**src/rtl/half_frame_brightness_meter_macros.svh**
```systemverilog
// assertion helpers for queue, divider and back, sampled on aclk
`ifndef HALF_FRAME_BRIGHTNESS_METER_MACROS_SVH
`define HALF_FRAME_BRIGHTNESS_METER_MACROS_SVH

// property must hold at every edge outside reset
`define HFBM_ASSERT(lbl, prop, msg) \
    lbl: assert property (@(posedge aclk) disable iff (!aresetn) (prop)) else $error(msg);

// expression must never be true outside reset
`define HFBM_NEVER(lbl, expr, msg) \
    lbl: assert property (@(posedge aclk) disable iff (!aresetn) !(expr)) else $error(msg);

`endif

```
**src/rtl/hfbm_pkg.sv**
```systemverilog
package hfbm_pkg;

    // pixel and result field widths
    localparam int CHAN_W      = 8;
    localparam int CHANNELS    = 3;
    localparam int PIX_SUM_W   = 10;
    localparam int SUM_W       = 31;
    localparam int TALLY_W     = 22;
    localparam int MEAN_W      = 8;
    localparam int BQ_W        = 18;
    localparam int STEP_W      = 4;
    localparam int IN_DATA_W   = 24;
    localparam int OUT_DATA_W  = 96;

    // configuration port
    localparam int CFG_IDX_W   = 3;
    localparam int CFG_DATA_W  = 12;

    typedef enum logic [CFG_IDX_W-1:0] {
        CFG_FRAME_WIDTH      = 3'd0,
        CFG_FRAME_HEIGHT     = 3'd1,
        CFG_USE_LOWER_HALF   = 3'd2,
        CFG_SAMPLE_STEP      = 3'd3,
        CFG_BRIGHT_THRESHOLD = 3'd4,
        CFG_DARK_THRESHOLD   = 3'd5
    } cfg_index_t;

    // register values after reset
    localparam logic [11:0]        RST_FRAME_WIDTH  = 12'd640;
    localparam logic [11:0]        RST_FRAME_HEIGHT = 12'd480;
    localparam logic               RST_LOWER_HALF   = 1'b0;
    localparam logic [STEP_W-1:0]  RST_SAMPLE_STEP  = 4'd5;
    localparam logic [CHAN_W-1:0]  RST_BRIGHT_TH    = 8'd250;
    localparam logic [CHAN_W-1:0]  RST_DARK_TH      = 8'd25;

    // saturation limits
    localparam logic [SUM_W-1:0]   SUM_MAX   = {SUM_W{1'b1}};
    localparam logic [TALLY_W-1:0] TALLY_MAX = {TALLY_W{1'b1}};

    // score scale: 100 in q8
    localparam logic signed [15:0] SCORE_SCALE = 16'sd25600;
    localparam int Q_FRAC = 8;

    // shared serial divider
    localparam int DIVD_W = 40;
    localparam int DIVS_W = 24;

    // accumulated totals of one finished frame
    typedef struct packed {
        logic [SUM_W-1:0]   sum;
        logic [TALLY_W-1:0] bright;
        logic [TALLY_W-1:0] dark;
        logic [TALLY_W-1:0] num;
    } frame_stats_t;

    typedef struct packed {
        logic              start;
        logic [DIVD_W-1:0] dividend;
        logic [DIVS_W-1:0] divisor;
    } div_req_t;

    typedef struct packed {
        logic              busy;
        logic              done;
        logic [DIVD_W-1:0] quotient;
    } div_rsp_t;

endpackage

```
**src/rtl/hfbm_front.sv**
```systemverilog
module hfbm_front #(
    parameter int MAX_WIDTH  = 2048,
    parameter int MAX_HEIGHT = 2048
) (
    input  logic                               aclk,
    input  logic                               aresetn,
    input  logic                               cfg_valid,
    output logic                               cfg_ready,
    input  logic [hfbm_pkg::CFG_IDX_W-1:0]     cfg_index,
    input  logic [hfbm_pkg::CFG_DATA_W-1:0]    cfg_data,
    input  logic                               s_tvalid,
    output logic                               s_tready,
    input  logic [hfbm_pkg::IN_DATA_W-1:0]     s_tdata,
    input  logic                               s_tuser,
    output logic                               push,
    output hfbm_pkg::frame_stats_t             push_data,
    input  logic                               q_full
);
    import hfbm_pkg::*;

    localparam int COL_W = $clog2(MAX_WIDTH);
    localparam int ROW_W = $clog2(MAX_HEIGHT);
    localparam int WD_W  = COL_W + 1;
    localparam int HT_W  = ROW_W + 1;
    localparam int PW    = (COL_W > ROW_W) ? COL_W : ROW_W;
    localparam int CNT_W = $clog2(PW);

    typedef enum logic [1:0] {
        FR_RUN,
        FR_LOAD,
        FR_MOD
    } fr_state_t;

    fr_state_t state_reg, state_next;

    // configuration registers
    logic [11:0]        frame_width_reg, frame_width_next;
    logic [11:0]        frame_height_reg, frame_height_next;
    logic               lower_half_reg, lower_half_next;
    logic [STEP_W-1:0]  sample_step_reg, sample_step_next;
    logic [CHAN_W-1:0]  bright_th_reg, bright_th_next;
    logic [CHAN_W-1:0]  dark_th_reg, dark_th_next;

    // position, stride phases and accumulators
    logic [COL_W-1:0]   col_reg, col_next;
    logic [ROW_W-1:0]   row_reg, row_next;
    logic [STEP_W-1:0]  colph_reg, colph_next;
    logic [STEP_W-1:0]  rowph_reg, rowph_next;
    logic [SUM_W-1:0]   sum_reg, sum_next;
    logic [TALLY_W-1:0] bright_reg, bright_next;
    logic [TALLY_W-1:0] dark_reg, dark_next;
    logic [TALLY_W-1:0] num_reg, num_next;

    // phase recompute unit
    logic [PW-1:0]      mcol_dvd_reg, mcol_dvd_next;
    logic [PW-1:0]      mrow_dvd_reg, mrow_dvd_next;
    logic [STEP_W-1:0]  mcol_rem_reg, mcol_rem_next;
    logic [STEP_W-1:0]  mrow_rem_reg, mrow_rem_next;
    logic [CNT_W-1:0]   mcnt_reg, mcnt_next;

    logic [31:0]        w_full, h_full;
    logic [WD_W-1:0]    w_eff;
    logic [HT_W-1:0]    h_eff;
    logic [STEP_W-1:0]  step_eff;
    logic [ROW_W-1:0]   half_rows, first_row;
    logic [HT_W-1:0]    end_row;

    logic               accept, sof;
    logic [COL_W-1:0]   cur_col;
    logic [ROW_W-1:0]   cur_row;
    logic [STEP_W-1:0]  cur_colph, cur_rowph;
    logic [SUM_W-1:0]   sum_base;
    logic [TALLY_W-1:0] bright_base, dark_base, num_base;
    logic [CHAN_W-1:0]  c0, c1, c2;
    logic [PIX_SUM_W-1:0] pix_sum;
    logic [SUM_W:0]     sum_tmp;
    logic               in_rows, take, is_bright, is_dark, row_end, frame_end;
    logic [SUM_W-1:0]   sum_upd;
    logic [TALLY_W-1:0] bright_upd, dark_upd, num_upd;
    logic [STEP_W:0]    col_sh, row_sh;
    logic [STEP_W-1:0]  col_rem_new, row_rem_new;

    function automatic logic [TALLY_W-1:0] sat_inc(input logic [TALLY_W-1:0] v);
        sat_inc = (v == TALLY_MAX) ? v : v + 1'b1;
    endfunction

    // effective geometry
    always_comb begin
        if (frame_width_reg == '0) begin
            w_full = 32'd1;
        end else if (32'(frame_width_reg) > 32'(MAX_WIDTH)) begin
            w_full = 32'(MAX_WIDTH);
        end else begin
            w_full = 32'(frame_width_reg);
        end
        if (frame_height_reg == '0) begin
            h_full = 32'd1;
        end else if (32'(frame_height_reg) > 32'(MAX_HEIGHT)) begin
            h_full = 32'(MAX_HEIGHT);
        end else begin
            h_full = 32'(frame_height_reg);
        end
    end

    assign w_eff     = WD_W'(w_full);
    assign h_eff     = HT_W'(h_full);
    assign step_eff  = (sample_step_reg == '0) ? STEP_W'(1) : sample_step_reg;
    assign half_rows = ROW_W'(h_eff >> 1);
    assign first_row = lower_half_reg ? half_rows : '0;
    assign end_row   = {1'b0, first_row} + {1'b0, half_rows};

    assign cfg_ready = 1'b1;
    assign s_tready  = (state_reg == FR_RUN) && !q_full && !cfg_valid;
    assign accept    = s_tvalid && s_tready;
    assign sof       = s_tuser;

    // position as seen by this item, frame start taken first
    assign cur_col     = sof ? '0 : col_reg;
    assign cur_row     = sof ? '0 : row_reg;
    assign cur_colph   = sof ? '0 : colph_reg;
    assign cur_rowph   = sof ? '0 : rowph_reg;
    assign sum_base    = sof ? '0 : sum_reg;
    assign bright_base = sof ? '0 : bright_reg;
    assign dark_base   = sof ? '0 : dark_reg;
    assign num_base    = sof ? '0 : num_reg;

    // sample classification
    assign c0 = s_tdata[CHAN_W-1:0];
    assign c1 = s_tdata[2*CHAN_W-1:CHAN_W];
    assign c2 = s_tdata[3*CHAN_W-1:2*CHAN_W];
    assign pix_sum = PIX_SUM_W'(c0) + PIX_SUM_W'(c1) + PIX_SUM_W'(c2);

    assign in_rows = ({1'b0, cur_row} >= {1'b0, first_row}) && ({1'b0, cur_row} < end_row);
    assign take    = in_rows && (cur_rowph == '0) && (cur_colph == '0)
                     && ({1'b0, cur_col} < w_eff);
    assign is_bright = (c0 >= bright_th_reg) && (c1 >= bright_th_reg) && (c2 >= bright_th_reg);
    assign is_dark   = (c0 <= dark_th_reg) && (c1 <= dark_th_reg) && (c2 <= dark_th_reg);

    assign sum_tmp    = {1'b0, sum_base} + (SUM_W+1)'(pix_sum);
    assign sum_upd    = !take ? sum_base
                        : ((sum_tmp > {1'b0, SUM_MAX}) ? SUM_MAX : sum_tmp[SUM_W-1:0]);
    assign bright_upd = (take && is_bright) ? sat_inc(bright_base) : bright_base;
    assign dark_upd   = (take && is_dark) ? sat_inc(dark_base) : dark_base;
    assign num_upd    = take ? sat_inc(num_base) : num_base;

    assign row_end   = {1'b0, cur_col} >= (w_eff - 1'b1);
    assign frame_end = row_end && ({1'b0, cur_row} >= (h_eff - 1'b1));

    assign push             = accept && frame_end;
    assign push_data.sum    = sum_upd;
    assign push_data.bright = bright_upd;
    assign push_data.dark   = dark_upd;
    assign push_data.num    = num_upd;

    // one restoring step of the stride remainders
    assign col_sh      = {mcol_rem_reg, mcol_dvd_reg[PW-1]};
    assign row_sh      = {mrow_rem_reg, mrow_dvd_reg[PW-1]};
    assign col_rem_new = (col_sh >= {1'b0, step_eff}) ? STEP_W'(col_sh - {1'b0, step_eff})
                                                      : col_sh[STEP_W-1:0];
    assign row_rem_new = (row_sh >= {1'b0, step_eff}) ? STEP_W'(row_sh - {1'b0, step_eff})
                                                      : row_sh[STEP_W-1:0];

    // next state
    always_comb begin
        state_next        = state_reg;
        frame_width_next  = frame_width_reg;
        frame_height_next = frame_height_reg;
        lower_half_next   = lower_half_reg;
        sample_step_next  = sample_step_reg;
        bright_th_next    = bright_th_reg;
        dark_th_next      = dark_th_reg;
        col_next          = col_reg;
        row_next          = row_reg;
        colph_next        = colph_reg;
        rowph_next        = rowph_reg;
        sum_next          = sum_reg;
        bright_next       = bright_reg;
        dark_next         = dark_reg;
        num_next          = num_reg;
        mcol_dvd_next     = mcol_dvd_reg;
        mrow_dvd_next     = mrow_dvd_reg;
        mcol_rem_next     = mcol_rem_reg;
        mrow_rem_next     = mrow_rem_reg;
        mcnt_next         = mcnt_reg;

        // pixel path
        if (accept) begin
            if (frame_end) begin
                col_next    = '0;
                row_next    = '0;
                colph_next  = '0;
                rowph_next  = '0;
                sum_next    = '0;
                bright_next = '0;
                dark_next   = '0;
                num_next    = '0;
            end else begin
                sum_next    = sum_upd;
                bright_next = bright_upd;
                dark_next   = dark_upd;
                num_next    = num_upd;
                if (row_end) begin
                    col_next   = '0;
                    colph_next = '0;
                    row_next   = cur_row + 1'b1;
                    if (({1'b0, cur_row} + 1'b1) == {1'b0, first_row}) begin
                        rowph_next = '0;
                    end else if (cur_rowph == step_eff - 1'b1) begin
                        rowph_next = '0;
                    end else begin
                        rowph_next = cur_rowph + 1'b1;
                    end
                end else begin
                    col_next   = cur_col + 1'b1;
                    row_next   = cur_row;
                    rowph_next = cur_rowph;
                    colph_next = (cur_colph == step_eff - 1'b1) ? '0 : cur_colph + 1'b1;
                end
            end
        end

        // stride phase recompute after a register write
        case (state_reg)
            FR_RUN: begin
            end
            FR_LOAD: begin
                mcol_dvd_next = PW'(col_reg);
                mrow_dvd_next = (row_reg >= first_row) ? PW'(row_reg - first_row) : '0;
                mcol_rem_next = '0;
                mrow_rem_next = '0;
                mcnt_next     = '0;
                state_next    = FR_MOD;
            end
            FR_MOD: begin
                mcol_rem_next = col_rem_new;
                mrow_rem_next = row_rem_new;
                mcol_dvd_next = {mcol_dvd_reg[PW-2:0], 1'b0};
                mrow_dvd_next = {mrow_dvd_reg[PW-2:0], 1'b0};
                mcnt_next     = mcnt_reg + 1'b1;
                if (mcnt_reg == CNT_W'(PW - 1)) begin
                    colph_next = col_rem_new;
                    rowph_next = row_rem_new;
                    state_next = FR_RUN;
                end
            end
            default: state_next = FR_RUN;
        endcase

        // register writes
        if (cfg_valid && cfg_ready) begin
            state_next = FR_LOAD;
            case (cfg_index_t'(cfg_index))
                CFG_FRAME_WIDTH:      frame_width_next  = cfg_data;
                CFG_FRAME_HEIGHT:     frame_height_next = cfg_data;
                CFG_USE_LOWER_HALF:   lower_half_next   = cfg_data[0];
                CFG_SAMPLE_STEP:      sample_step_next  = cfg_data[STEP_W-1:0];
                CFG_BRIGHT_THRESHOLD: bright_th_next    = cfg_data[CHAN_W-1:0];
                CFG_DARK_THRESHOLD:   dark_th_next      = cfg_data[CHAN_W-1:0];
                default: begin
                end
            endcase
        end
    end

    always_ff @(posedge aclk) begin
        if (!aresetn) begin
            state_reg        <= FR_RUN;
            frame_width_reg  <= RST_FRAME_WIDTH;
            frame_height_reg <= RST_FRAME_HEIGHT;
            lower_half_reg   <= RST_LOWER_HALF;
            sample_step_reg  <= RST_SAMPLE_STEP;
            bright_th_reg    <= RST_BRIGHT_TH;
            dark_th_reg      <= RST_DARK_TH;
            col_reg          <= '0;
            row_reg          <= '0;
            colph_reg        <= '0;
            rowph_reg        <= '0;
            sum_reg          <= '0;
            bright_reg       <= '0;
            dark_reg         <= '0;
            num_reg          <= '0;
            mcnt_reg         <= '0;
        end else begin
            state_reg        <= state_next;
            frame_width_reg  <= frame_width_next;
            frame_height_reg <= frame_height_next;
            lower_half_reg   <= lower_half_next;
            sample_step_reg  <= sample_step_next;
            bright_th_reg    <= bright_th_next;
            dark_th_reg      <= dark_th_next;
            col_reg          <= col_next;
            row_reg          <= row_next;
            colph_reg        <= colph_next;
            rowph_reg        <= rowph_next;
            sum_reg          <= sum_next;
            bright_reg       <= bright_next;
            dark_reg         <= dark_next;
            num_reg          <= num_next;
            mcnt_reg         <= mcnt_next;
        end
        mcol_dvd_reg <= mcol_dvd_next;
        mrow_dvd_reg <= mrow_dvd_next;
        mcol_rem_reg <= mcol_rem_next;
        mrow_rem_reg <= mrow_rem_next;
    end

endmodule

```
**src/rtl/hfbm_queue.sv**
```systemverilog
`include "half_frame_brightness_meter_macros.svh"

module hfbm_queue (
    input  logic                   aclk,
    input  logic                   aresetn,
    input  logic                   push,
    input  hfbm_pkg::frame_stats_t push_data,
    output logic                   full,
    input  logic                   pop,
    output hfbm_pkg::frame_stats_t pop_data,
    output logic                   empty
);
    import hfbm_pkg::*;

    localparam int DEPTH = 2;
    localparam int PTR_W = $clog2(DEPTH);
    localparam int CNT_W = $clog2(DEPTH + 1);

    frame_stats_t     mem_reg [DEPTH];
    logic [PTR_W-1:0] wr_ptr_reg, rd_ptr_reg;
    logic [CNT_W-1:0] count_reg;

    assign full     = (count_reg == CNT_W'(DEPTH));
    assign empty    = (count_reg == '0);
    assign pop_data = mem_reg[rd_ptr_reg];

    // pointers and fill level
    always_ff @(posedge aclk) begin
        if (!aresetn) begin
            wr_ptr_reg <= '0;
            rd_ptr_reg <= '0;
            count_reg  <= '0;
        end else begin
            if (push) begin
                wr_ptr_reg <= (wr_ptr_reg == PTR_W'(DEPTH - 1)) ? '0 : wr_ptr_reg + 1'b1;
            end
            if (pop) begin
                rd_ptr_reg <= (rd_ptr_reg == PTR_W'(DEPTH - 1)) ? '0 : rd_ptr_reg + 1'b1;
            end
            if (push && !pop) begin
                count_reg <= count_reg + 1'b1;
            end else if (pop && !push) begin
                count_reg <= count_reg - 1'b1;
            end
        end
    end

    // entry storage
    always_ff @(posedge aclk) begin
        if (push) begin
            mem_reg[wr_ptr_reg] <= push_data;
        end
    end

    `HFBM_NEVER(a_no_push_full, push && full, "frame totals pushed into a full queue")
    `HFBM_NEVER(a_no_pop_empty, pop && empty, "frame totals popped from an empty queue")

endmodule

```
**src/rtl/hfbm_divider.sv**
```systemverilog
`include "half_frame_brightness_meter_macros.svh"

module hfbm_divider (
    input  logic               aclk,
    input  logic               aresetn,
    input  hfbm_pkg::div_req_t req,
    output hfbm_pkg::div_rsp_t rsp
);
    import hfbm_pkg::*;

    localparam int CNT_W = $clog2(DIVD_W);

    logic              busy_reg, done_reg;
    logic [CNT_W-1:0]  cnt_reg;
    logic [DIVD_W-1:0] dvd_reg;
    logic [DIVS_W-1:0] dvs_reg;
    logic [DIVS_W-1:0] rem_reg;
    logic [DIVS_W:0]   rem_sh;
    logic              ge;
    logic [DIVS_W-1:0] rem_new;

    // one restoring quotient bit per cycle
    assign rem_sh  = {rem_reg, dvd_reg[DIVD_W-1]};
    assign ge      = rem_sh >= {1'b0, dvs_reg};
    assign rem_new = ge ? DIVS_W'(rem_sh - {1'b0, dvs_reg}) : rem_sh[DIVS_W-1:0];

    assign rsp.busy     = busy_reg;
    assign rsp.done     = done_reg;
    assign rsp.quotient = dvd_reg;

    // control
    always_ff @(posedge aclk) begin
        if (!aresetn) begin
            busy_reg <= 1'b0;
            done_reg <= 1'b0;
            cnt_reg  <= '0;
        end else begin
            done_reg <= 1'b0;
            if (!busy_reg && req.start) begin
                busy_reg <= 1'b1;
                cnt_reg  <= '0;
            end else if (busy_reg) begin
                cnt_reg <= cnt_reg + 1'b1;
                if (cnt_reg == CNT_W'(DIVD_W - 1)) begin
                    busy_reg <= 1'b0;
                    done_reg <= 1'b1;
                end
            end
        end
    end

    // datapath
    always_ff @(posedge aclk) begin
        if (!busy_reg && req.start) begin
            dvd_reg <= req.dividend;
            dvs_reg <= req.divisor;
            rem_reg <= '0;
        end else if (busy_reg) begin
            dvd_reg <= {dvd_reg[DIVD_W-2:0], ge};
            rem_reg <= rem_new;
        end
    end

    `HFBM_NEVER(a_start_idle, req.start && busy_reg, "divider started while busy")
    `HFBM_ASSERT(a_done_after_busy, done_reg |-> $past(busy_reg), "done without a run")

endmodule

```
**src/rtl/hfbm_back.sv**
```systemverilog
`include "half_frame_brightness_meter_macros.svh"

module hfbm_back (
    input  logic                            aclk,
    input  logic                            aresetn,
    input  hfbm_pkg::frame_stats_t          pop_data,
    input  logic                            empty,
    output logic                            pop,
    output hfbm_pkg::div_req_t              div_req,
    input  hfbm_pkg::div_rsp_t              div_rsp,
    output logic                            m_tvalid,
    input  logic                            m_tready,
    output logic [hfbm_pkg::OUT_DATA_W-1:0] m_tdata,
    output logic                            m_tuser
);
    import hfbm_pkg::*;

    localparam int PA_W = MEAN_W + TALLY_W;
    localparam int DF_W = TALLY_W + 1;
    localparam int PB_W = DF_W + 16;

    typedef enum logic [2:0] {
        B_IDLE,
        B_MEAN_GO,
        B_MEAN_WAIT,
        B_MUL,
        B_ADD,
        B_Q_GO,
        B_Q_WAIT,
        B_EMIT
    } b_state_t;

    b_state_t state_reg;

    frame_stats_t             stats_reg;
    logic [MEAN_W-1:0]        mean_reg;
    logic [PA_W-1:0]          prod_a_reg;
    logic signed [PB_W-1:0]   prod_b_reg;
    logic signed [DIVD_W-1:0] numer_reg;
    logic                     neg_reg;
    logic                     zero_reg;
    logic [BQ_W-1:0]          bq_reg;
    logic                     m_tvalid_reg;
    logic [OUT_DATA_W-1:0]    m_tdata_reg;
    logic                     m_tuser_reg;

    logic signed [DF_W-1:0]   diff;
    logic [DIVD_W-1:0]        numer_abs;
    logic [DIVD_W-1:0]        q_signed;
    logic                     out_free;
    logic                     emit_go;
    logic                     div_wait;

    assign pop      = (state_reg == B_IDLE) && !empty;
    assign out_free = !m_tvalid_reg || m_tready;
    assign emit_go  = (state_reg == B_EMIT) && out_free;
    assign div_wait = (state_reg == B_MEAN_WAIT) || (state_reg == B_Q_WAIT);

    assign diff      = $signed({1'b0, stats_reg.bright}) - $signed({1'b0, stats_reg.dark});
    assign numer_abs = numer_reg[DIVD_W-1] ? DIVD_W'(-numer_reg) : DIVD_W'(numer_reg);
    assign q_signed  = neg_reg ? DIVD_W'(-div_rsp.quotient) : div_rsp.quotient;

    // divider requests: sum / (3 * num), then |numerator| / num
    always_comb begin
        div_req.start    = 1'b0;
        div_req.dividend = DIVD_W'(stats_reg.sum);
        div_req.divisor  = DIVS_W'({stats_reg.num, 1'b0}) + DIVS_W'(stats_reg.num);
        case (state_reg)
            B_MEAN_GO: div_req.start = 1'b1;
            B_Q_GO: begin
                div_req.start    = 1'b1;
                div_req.dividend = numer_abs;
                div_req.divisor  = DIVS_W'(stats_reg.num);
            end
            default: begin
            end
        endcase
    end

    // sequencer and output register
    always_ff @(posedge aclk) begin
        if (!aresetn) begin
            state_reg    <= B_IDLE;
            m_tvalid_reg <= 1'b0;
        end else begin
            // result valid: set on a new result, cleared once taken
            if (emit_go) begin
                m_tvalid_reg <= 1'b1;
            end else if (m_tvalid_reg && m_tready) begin
                m_tvalid_reg <= 1'b0;
            end
            case (state_reg)
                B_IDLE: begin
                    if (!empty) begin
                        stats_reg <= pop_data;
                        if (pop_data.num == '0) begin
                            zero_reg  <= 1'b1;
                            mean_reg  <= '0;
                            bq_reg    <= '0;
                            state_reg <= B_EMIT;
                        end else begin
                            zero_reg  <= 1'b0;
                            state_reg <= B_MEAN_GO;
                        end
                    end
                end
                B_MEAN_GO: state_reg <= B_MEAN_WAIT;
                B_MEAN_WAIT: begin
                    if (div_rsp.done) begin
                        mean_reg  <= div_rsp.quotient[MEAN_W-1:0];
                        state_reg <= B_MUL;
                    end
                end
                B_MUL: begin
                    prod_a_reg <= PA_W'(mean_reg) * PA_W'(stats_reg.num);
                    prod_b_reg <= PB_W'(diff) * PB_W'(SCORE_SCALE);
                    state_reg  <= B_ADD;
                end
                B_ADD: begin
                    numer_reg <= $signed({{(DIVD_W-PA_W-Q_FRAC){1'b0}}, prod_a_reg,
                                          {Q_FRAC{1'b0}}}) + DIVD_W'(prod_b_reg);
                    state_reg <= B_Q_GO;
                end
                B_Q_GO: begin
                    neg_reg   <= numer_reg[DIVD_W-1];
                    state_reg <= B_Q_WAIT;
                end
                B_Q_WAIT: begin
                    if (div_rsp.done) begin
                        bq_reg    <= q_signed[BQ_W-1:0];
                        state_reg <= B_EMIT;
                    end
                end
                B_EMIT: begin
                    if (out_free) begin
                        m_tuser_reg  <= zero_reg;
                        if (zero_reg) begin
                            m_tdata_reg <= '0;
                        end else begin
                            m_tdata_reg <= {{(OUT_DATA_W-BQ_W-MEAN_W-3*TALLY_W){1'b0}},
                                            stats_reg.num, stats_reg.dark, stats_reg.bright,
                                            mean_reg, bq_reg};
                        end
                        state_reg <= B_IDLE;
                    end
                end
                default: state_reg <= B_IDLE;
            endcase
        end
    end

    assign m_tvalid = m_tvalid_reg;
    assign m_tdata  = m_tdata_reg;
    assign m_tuser  = m_tuser_reg;

    `HFBM_NEVER(a_empty_zeroed, m_tvalid && m_tuser && (|m_tdata), "empty result not zero")
    `HFBM_ASSERT(a_done_expected, div_rsp.done |-> div_wait, "divider result not awaited")

endmodule

```
**src/rtl/half_frame_brightness_meter.sv**
```systemverilog
// a frame result is shown after its last pixel is taken and two 40-step divisions
//   have run in one shared bit-serial divider
// throughput: one pixel per cycle; the input stalls while the queue is full, while a
//   register write is offered and after it while the stride phases are recomputed
// up to two finished frames wait in the queue while the divider works
// reset: aresetn synchronous active low; registers return to 640x480, top half,
//   step 5, thresholds 250 and 25, position and totals cleared
module half_frame_brightness_meter #(
    parameter int MAX_WIDTH  = 2048,
    parameter int MAX_HEIGHT = 2048
) (
    input  logic                            aclk,
    input  logic                            aresetn,
    // configuration writes
    input  logic                            cfg_valid,
    output logic                            cfg_ready,
    input  logic [hfbm_pkg::CFG_IDX_W-1:0]  cfg_index,
    input  logic [hfbm_pkg::CFG_DATA_W-1:0] cfg_data,
    // pixel input
    input  logic                            s_tvalid,
    output logic                            s_tready,
    input  logic [hfbm_pkg::IN_DATA_W-1:0]  s_tdata,  // chan_first, chan_second, chan_third
    input  logic                            s_tuser,  // frame_start
    // frame results
    output logic                            m_tvalid,
    input  logic                            m_tready,
    // brightness_q8, mean_level, bright_count, dark_count, sample_count, zero pad
    output logic [hfbm_pkg::OUT_DATA_W-1:0] m_tdata,
    output logic                            m_tuser   // no_samples
);
    import hfbm_pkg::*;

    logic         push, q_full, pop, q_empty;
    frame_stats_t push_data, pop_data;
    div_req_t     div_req;
    div_rsp_t     div_rsp;

    // position tracking and accumulation
    hfbm_front #(
        .MAX_WIDTH  (MAX_WIDTH),
        .MAX_HEIGHT (MAX_HEIGHT)
    ) u_front (
        .aclk      (aclk),
        .aresetn   (aresetn),
        .cfg_valid (cfg_valid),
        .cfg_ready (cfg_ready),
        .cfg_index (cfg_index),
        .cfg_data  (cfg_data),
        .s_tvalid  (s_tvalid),
        .s_tready  (s_tready),
        .s_tdata   (s_tdata),
        .s_tuser   (s_tuser),
        .push      (push),
        .push_data (push_data),
        .q_full    (q_full)
    );

    // finished frame totals
    hfbm_queue u_queue (
        .aclk      (aclk),
        .aresetn   (aresetn),
        .push      (push),
        .push_data (push_data),
        .full      (q_full),
        .pop       (pop),
        .pop_data  (pop_data),
        .empty     (q_empty)
    );

    // shared serial divider
    hfbm_divider u_divider (
        .aclk    (aclk),
        .aresetn (aresetn),
        .req     (div_req),
        .rsp     (div_rsp)
    );

    // end of frame arithmetic and result register
    hfbm_back u_back (
        .aclk     (aclk),
        .aresetn  (aresetn),
        .pop_data (pop_data),
        .empty    (q_empty),
        .pop      (pop),
        .div_req  (div_req),
        .div_rsp  (div_rsp),
        .m_tvalid (m_tvalid),
        .m_tready (m_tready),
        .m_tdata  (m_tdata),
        .m_tuser  (m_tuser)
    );

endmodule
```
**config.mk**
```make
export PLATFORM = sky130hd
export DESIGN_NAME = half_frame_brightness_meter
export DESIGN_NICKNAME = d
export VERILOG_FILES = /design/src/rtl/hfbm_pkg.sv /design/src/rtl/hfbm_front.sv /design/src/rtl/hfbm_queue.sv /design/src/rtl/hfbm_divider.sv /design/src/rtl/hfbm_back.sv /design/src/rtl/half_frame_brightness_meter.sv
export VERILOG_INCLUDE_DIRS = /design/src /design/src/rtl
export SDC_FILE = /design/constraint.sdc
export NUM_CORES = 2
export LEC_CHECK = 0
export BUFFER_PORTS_ARGS = -buffer_cell sky130_fd_sc_hd__buf_2
export CORE_MARGIN = 5
export CORE_UTILIZATION = 45
export CTS_BUF_LIST = sky130_fd_sc_hd__clkbuf_8
export CTS_CLUSTER_SIZE = 8
export DETAILED_ROUTE_END_ITERATION = 12
export GPL_TIMING_DRIVEN = 0
export PLACE_DENSITY = 0.59
export SETUP_SLACK_MARGIN = 0.1
export SLEW_MARGIN = 20
export SYNTH_ARGS = -nofsm -noshare
export SYNTH_HDL_FRONTEND = slang
export SYNTH_SLANG_ARGS = --single-unit
```
**constraint.sdc**
```tcl
create_clock -name aclk -period 28.6 [get_ports aclk]
set_input_delay 7.15 -clock aclk [delete_from_list [all_inputs] [get_ports aclk]]
set_output_delay 7.15 -clock aclk [all_outputs]
set_load 0.005 [all_outputs]
```
==> impl_metrics.py <==
metrics = {
    "worst_hold_path": {
        "hp-class": "reg2reg",
        "hold_end": "u_back.numer_reg[8]$_DFFE_PP_",
        "worstHoldStart": "u_back.prod_a_reg[0]$_DFFE_PP_",
        "whs_path_depth": 0,
    },
    "critical_path": {
        "path_class": "in2out",
        "worstPathCellList": "buf_2, nor3b_1, buf_2",
        "slowest_delay_ns": 0.35,
        "cp.required_ns": 21.45,
        "critical_path.top_delay_family": "buffers and inverters",
        "worst-r2r-setup-slack_ns": 22.05,
        "crit_buf_inv": 2,
        "worst-path-max-fanout": 8,
        "crit_path_frequent_cell": "buf_2",
        "critPathLaunchType": "primary input",
        "crit_path_top_delay_cell": "nor3b_1",
        "crit_path_end_kind": "output pin",
        "cp.arrival_ns": 7.86,
        "reg2reg_depth": 25,
        "r2r-end": "u_back.prod_b_reg[38]$_DFFE_PP_",
        "r2r-start": "u_back.stats_reg[22]$_DFFE_PP_",
    },
    "yosys": {
        "synth.distinct_cells": 94,
        "synth_cells": 4996,
        "seq_area_frac_synth_pct": 43.55,
        "ys_seq_elements": 816,
        "synth-main-ff-cell": "edfxtp_1",
        "async_flop_share_pct": 0,
        "yosys_warnings": 0,
        "synth_edf_count": 597,
        "avgSynthCellArea_sq_um": 10.26,
        "netlist_area_sq_mm": 0.05124,
    },
    "run": {
        "drv_cap": 0,
    },
    "die": {
        "start_util_pct": 45.42,
        "io_pins": 145,
        "fp.coreArea_sq_mm": 0.1128,
        "fp.dieArea_sq_mm": 0.1207,
        "die_w_microns": 347.4,
        "row_count": 123,
        "die_h_microns": 347.4,
    },
    "final_layout": {
        "final_cell_area_sq_mm": 0.05710,
        "final_common_cell": "edfxtp_1",
        "final_cell_mix": "edfxtp_1, nand2_1, inv_1",
        "drive_gt1_share_pct": 10.62,
        "largest_register_ffs": 194,
        "final_nets": 5909,
        "area_growth_syn_to_layout_pct": 11.44,
    },
    "route": {
        "drc_errors": 0,
        "routed_via_density": 5.540,
        "wl_microns": 145100,
        "drt_iter0_drc": 2872,
        "dr.pass1.iters": 5,
        "dr_total_vias": 38439,
        "antenna_left": 0,
        "routedWlPerCell_microns": 20.90,
    },
    "global_routing": {
        "antenna_found_initial": 3,
        "grt_use_met1_pct": 31.58,
        "overflow": 0,
        "grt_util_met2_pct": 38.78,
        "gr-usage-all-layers_pct": 23.53,
        "grt_pass1_wl_microns": 220600,
        "grt_max_degree": 51,
        "top_usage_layer": "met2",
        "grt_use_met3_pct": 3.671,
        "grt_pass1_vias": 37470,
    },
    "placed_design": {
        "postPlaceCellArea_sq_mm": 0.05429,
        "portBuffers": 139,
        "place_hpwl_microns": 111300,
        "gp_congestion": 0.9124,
        "pre_cts_ws_ns": 13.56,
    },
    "sta": {
        "period_minus_slack_ns": 15.01,
        "finalSetupTns_ns": 0,
        "finalSetupViolations": 0,
        "fin_ws_ns": 13.59,
        "hold_slack_ns": 0.4282,
        "slew_viol_final": 0,
        "clock-skew-final_ns": 0.03896,
        "post-route-period-util_pct": 52.50,
        "worst_pin_slew_ns": 1.107,
        "grt_setup_unrepaired": "false",
        "max_slew_margin_pct": 26.18,
        "max_clock_freq_mhz": 66.60,
        "timing.final.hold_violations": 0,
    },
    "pwr": {
        "p_per_area_mw_per_mm2": 96.04,
        "leakagePower_nw": 22.70,
        "ir_drop_mv": 0.1548,
    },
    "clocking": {
        "cts_setup_buffers": 0,
        "cts_resized": 0,
        "tritoncts": "built",
        "cts_root_buffer": "clkbuf_8",
        "cts_buffer_depth": 3,
        "insertion_delay_ns": 0.83,
        "numCtsBuffers": 147,
        "path_clk_slew_ns": 0.05,
        "clock_sinks": 816,
        "hold_buffers": 0,
        "htree_levels": 4,
    },
    "run_status": {
        "status": "completed",
    },
}
layer usage:
metal  share of wire (%)  up-vias
met5                   0        -
met4                 3.7        0
met3                 5.6      247
met2                  47     1115
met1                  44    18653
li1                    -    18424
through the flow:
stage                     util [%]  cells  power (W)
after floorplan                  -   4999   0.003764
after global placement       47.71   6638   0.004418
after detailed placement     48.13   6673   0.004454
after CTS                    50.60   6935   0.005540
after global routing         50.61   6937   0.005950
final                        50.62   6939   0.005484
synth_stat cells (all sizes together), types with 12 or more instances:
master / count / area [sq um]
ha: 391 / 4892
fa: 151 / 3023
and2: 121 / 757.0
or4: 15 / 112.6
nand3: 109 / 550.5
o41ai: 13 / 128.9
a22o: 59 / 516.8
and4: 16 / 140.1
a21o: 76 / 570.6
nor3: 73 / 380.4
mux2: 133 / 1498
edfxtp: 597 / 17930
a21boi: 14 / 105.1
o21bai: 27 / 202.7
xor2: 120 / 1051
nor2: 329 / 1237
nand2b: 39 / 251.5
clkbuf: 182 / 683.2
a31oi: 46 / 287.8
dfxtp: 219 / 4384
a21oi: 249 / 1246
xnor2: 174 / 1524
nand3b: 12 / 90.09
nor2b: 167 / 1045
nand2: 495 / 1858
o21ai: 275 / 1380
o31ai: 48 / 365.3
and3: 60 / 375.4
nor3b: 13 / 102.6
nor4: 26 / 168.9
mux2i: 19 / 190.2
nand4: 32 / 206.5
a211oi: 26 / 195.2
or3: 24 / 150.1
buf: 22 / 136.4
o21a: 63 / 473.0
a22oi: 15 / 112.6
o211ai: 16 / 120.1
inv: 383 / 1438
kinds of logic (layout without fill, tap and decap cells):
family / Yosys count / after routing / synth area share [%]
AND/OR/NAND/NOR: 1558 / 1558 / 14.97
AO/OA/AOI/OAI: 1045 / 1045 / 13.29
flip-flops: 816 / 816 / 43.55
buffers and inverters: 587 / 1023 / 4.405
adder cells (fa/ha/maj): 542 / 542 / 15.45
XOR/XNOR: 294 / 294 / 5.026
multiplexers: 152 / 152 / 3.294
other: 2 / 9 / 0.01466
power breakdown:
part	switching (W)	leakage, nW	internal (W)
clock	0.000500	1.61	0.000560
combinational	0.00159	14.3	0.00122
sequential	0.0000756	6.77	0.00154
total	0.00216	22.7	0.00332
worst max-delay path by stage:
stage / end / cells after the start / slack, ns / from
after floorplan: u_queue.mem_reg[0][0]$_DFFE_PP_ / 14 / 11.53 / s_tuser
after global placement: u_queue.mem_reg[0][69]$_DFFE_PP_ / 13 / 4.85 / s_tuser
after detailed placement: s_tready / 3 / 13.56 / cfg_valid
after CTS: s_tready / 3 / 13.56 / cfg_valid
after global routing: s_tready / 3 / 13.51 / cfg_valid
final: s_tready / 3 / 13.59 / cfg_valid
layout make-up:
type / instances / area (sq um)
Clock buffer: 156 / 2147
Timing Repair Buffer: 174 / 1097
Clock inverter: 106 / 644.4
Sequential cell: 816 / 22310
Fill cell: 10400 / 55710
Inverter: 383 / 1438
Antenna cell: 4 / 10.01
Multi-Input combinational cell: 3596 / 26750
Buffer: 204 / 822.0
Tap cell: 1500 / 1877
Note: power is estimated with default switching activity, not from simulation.
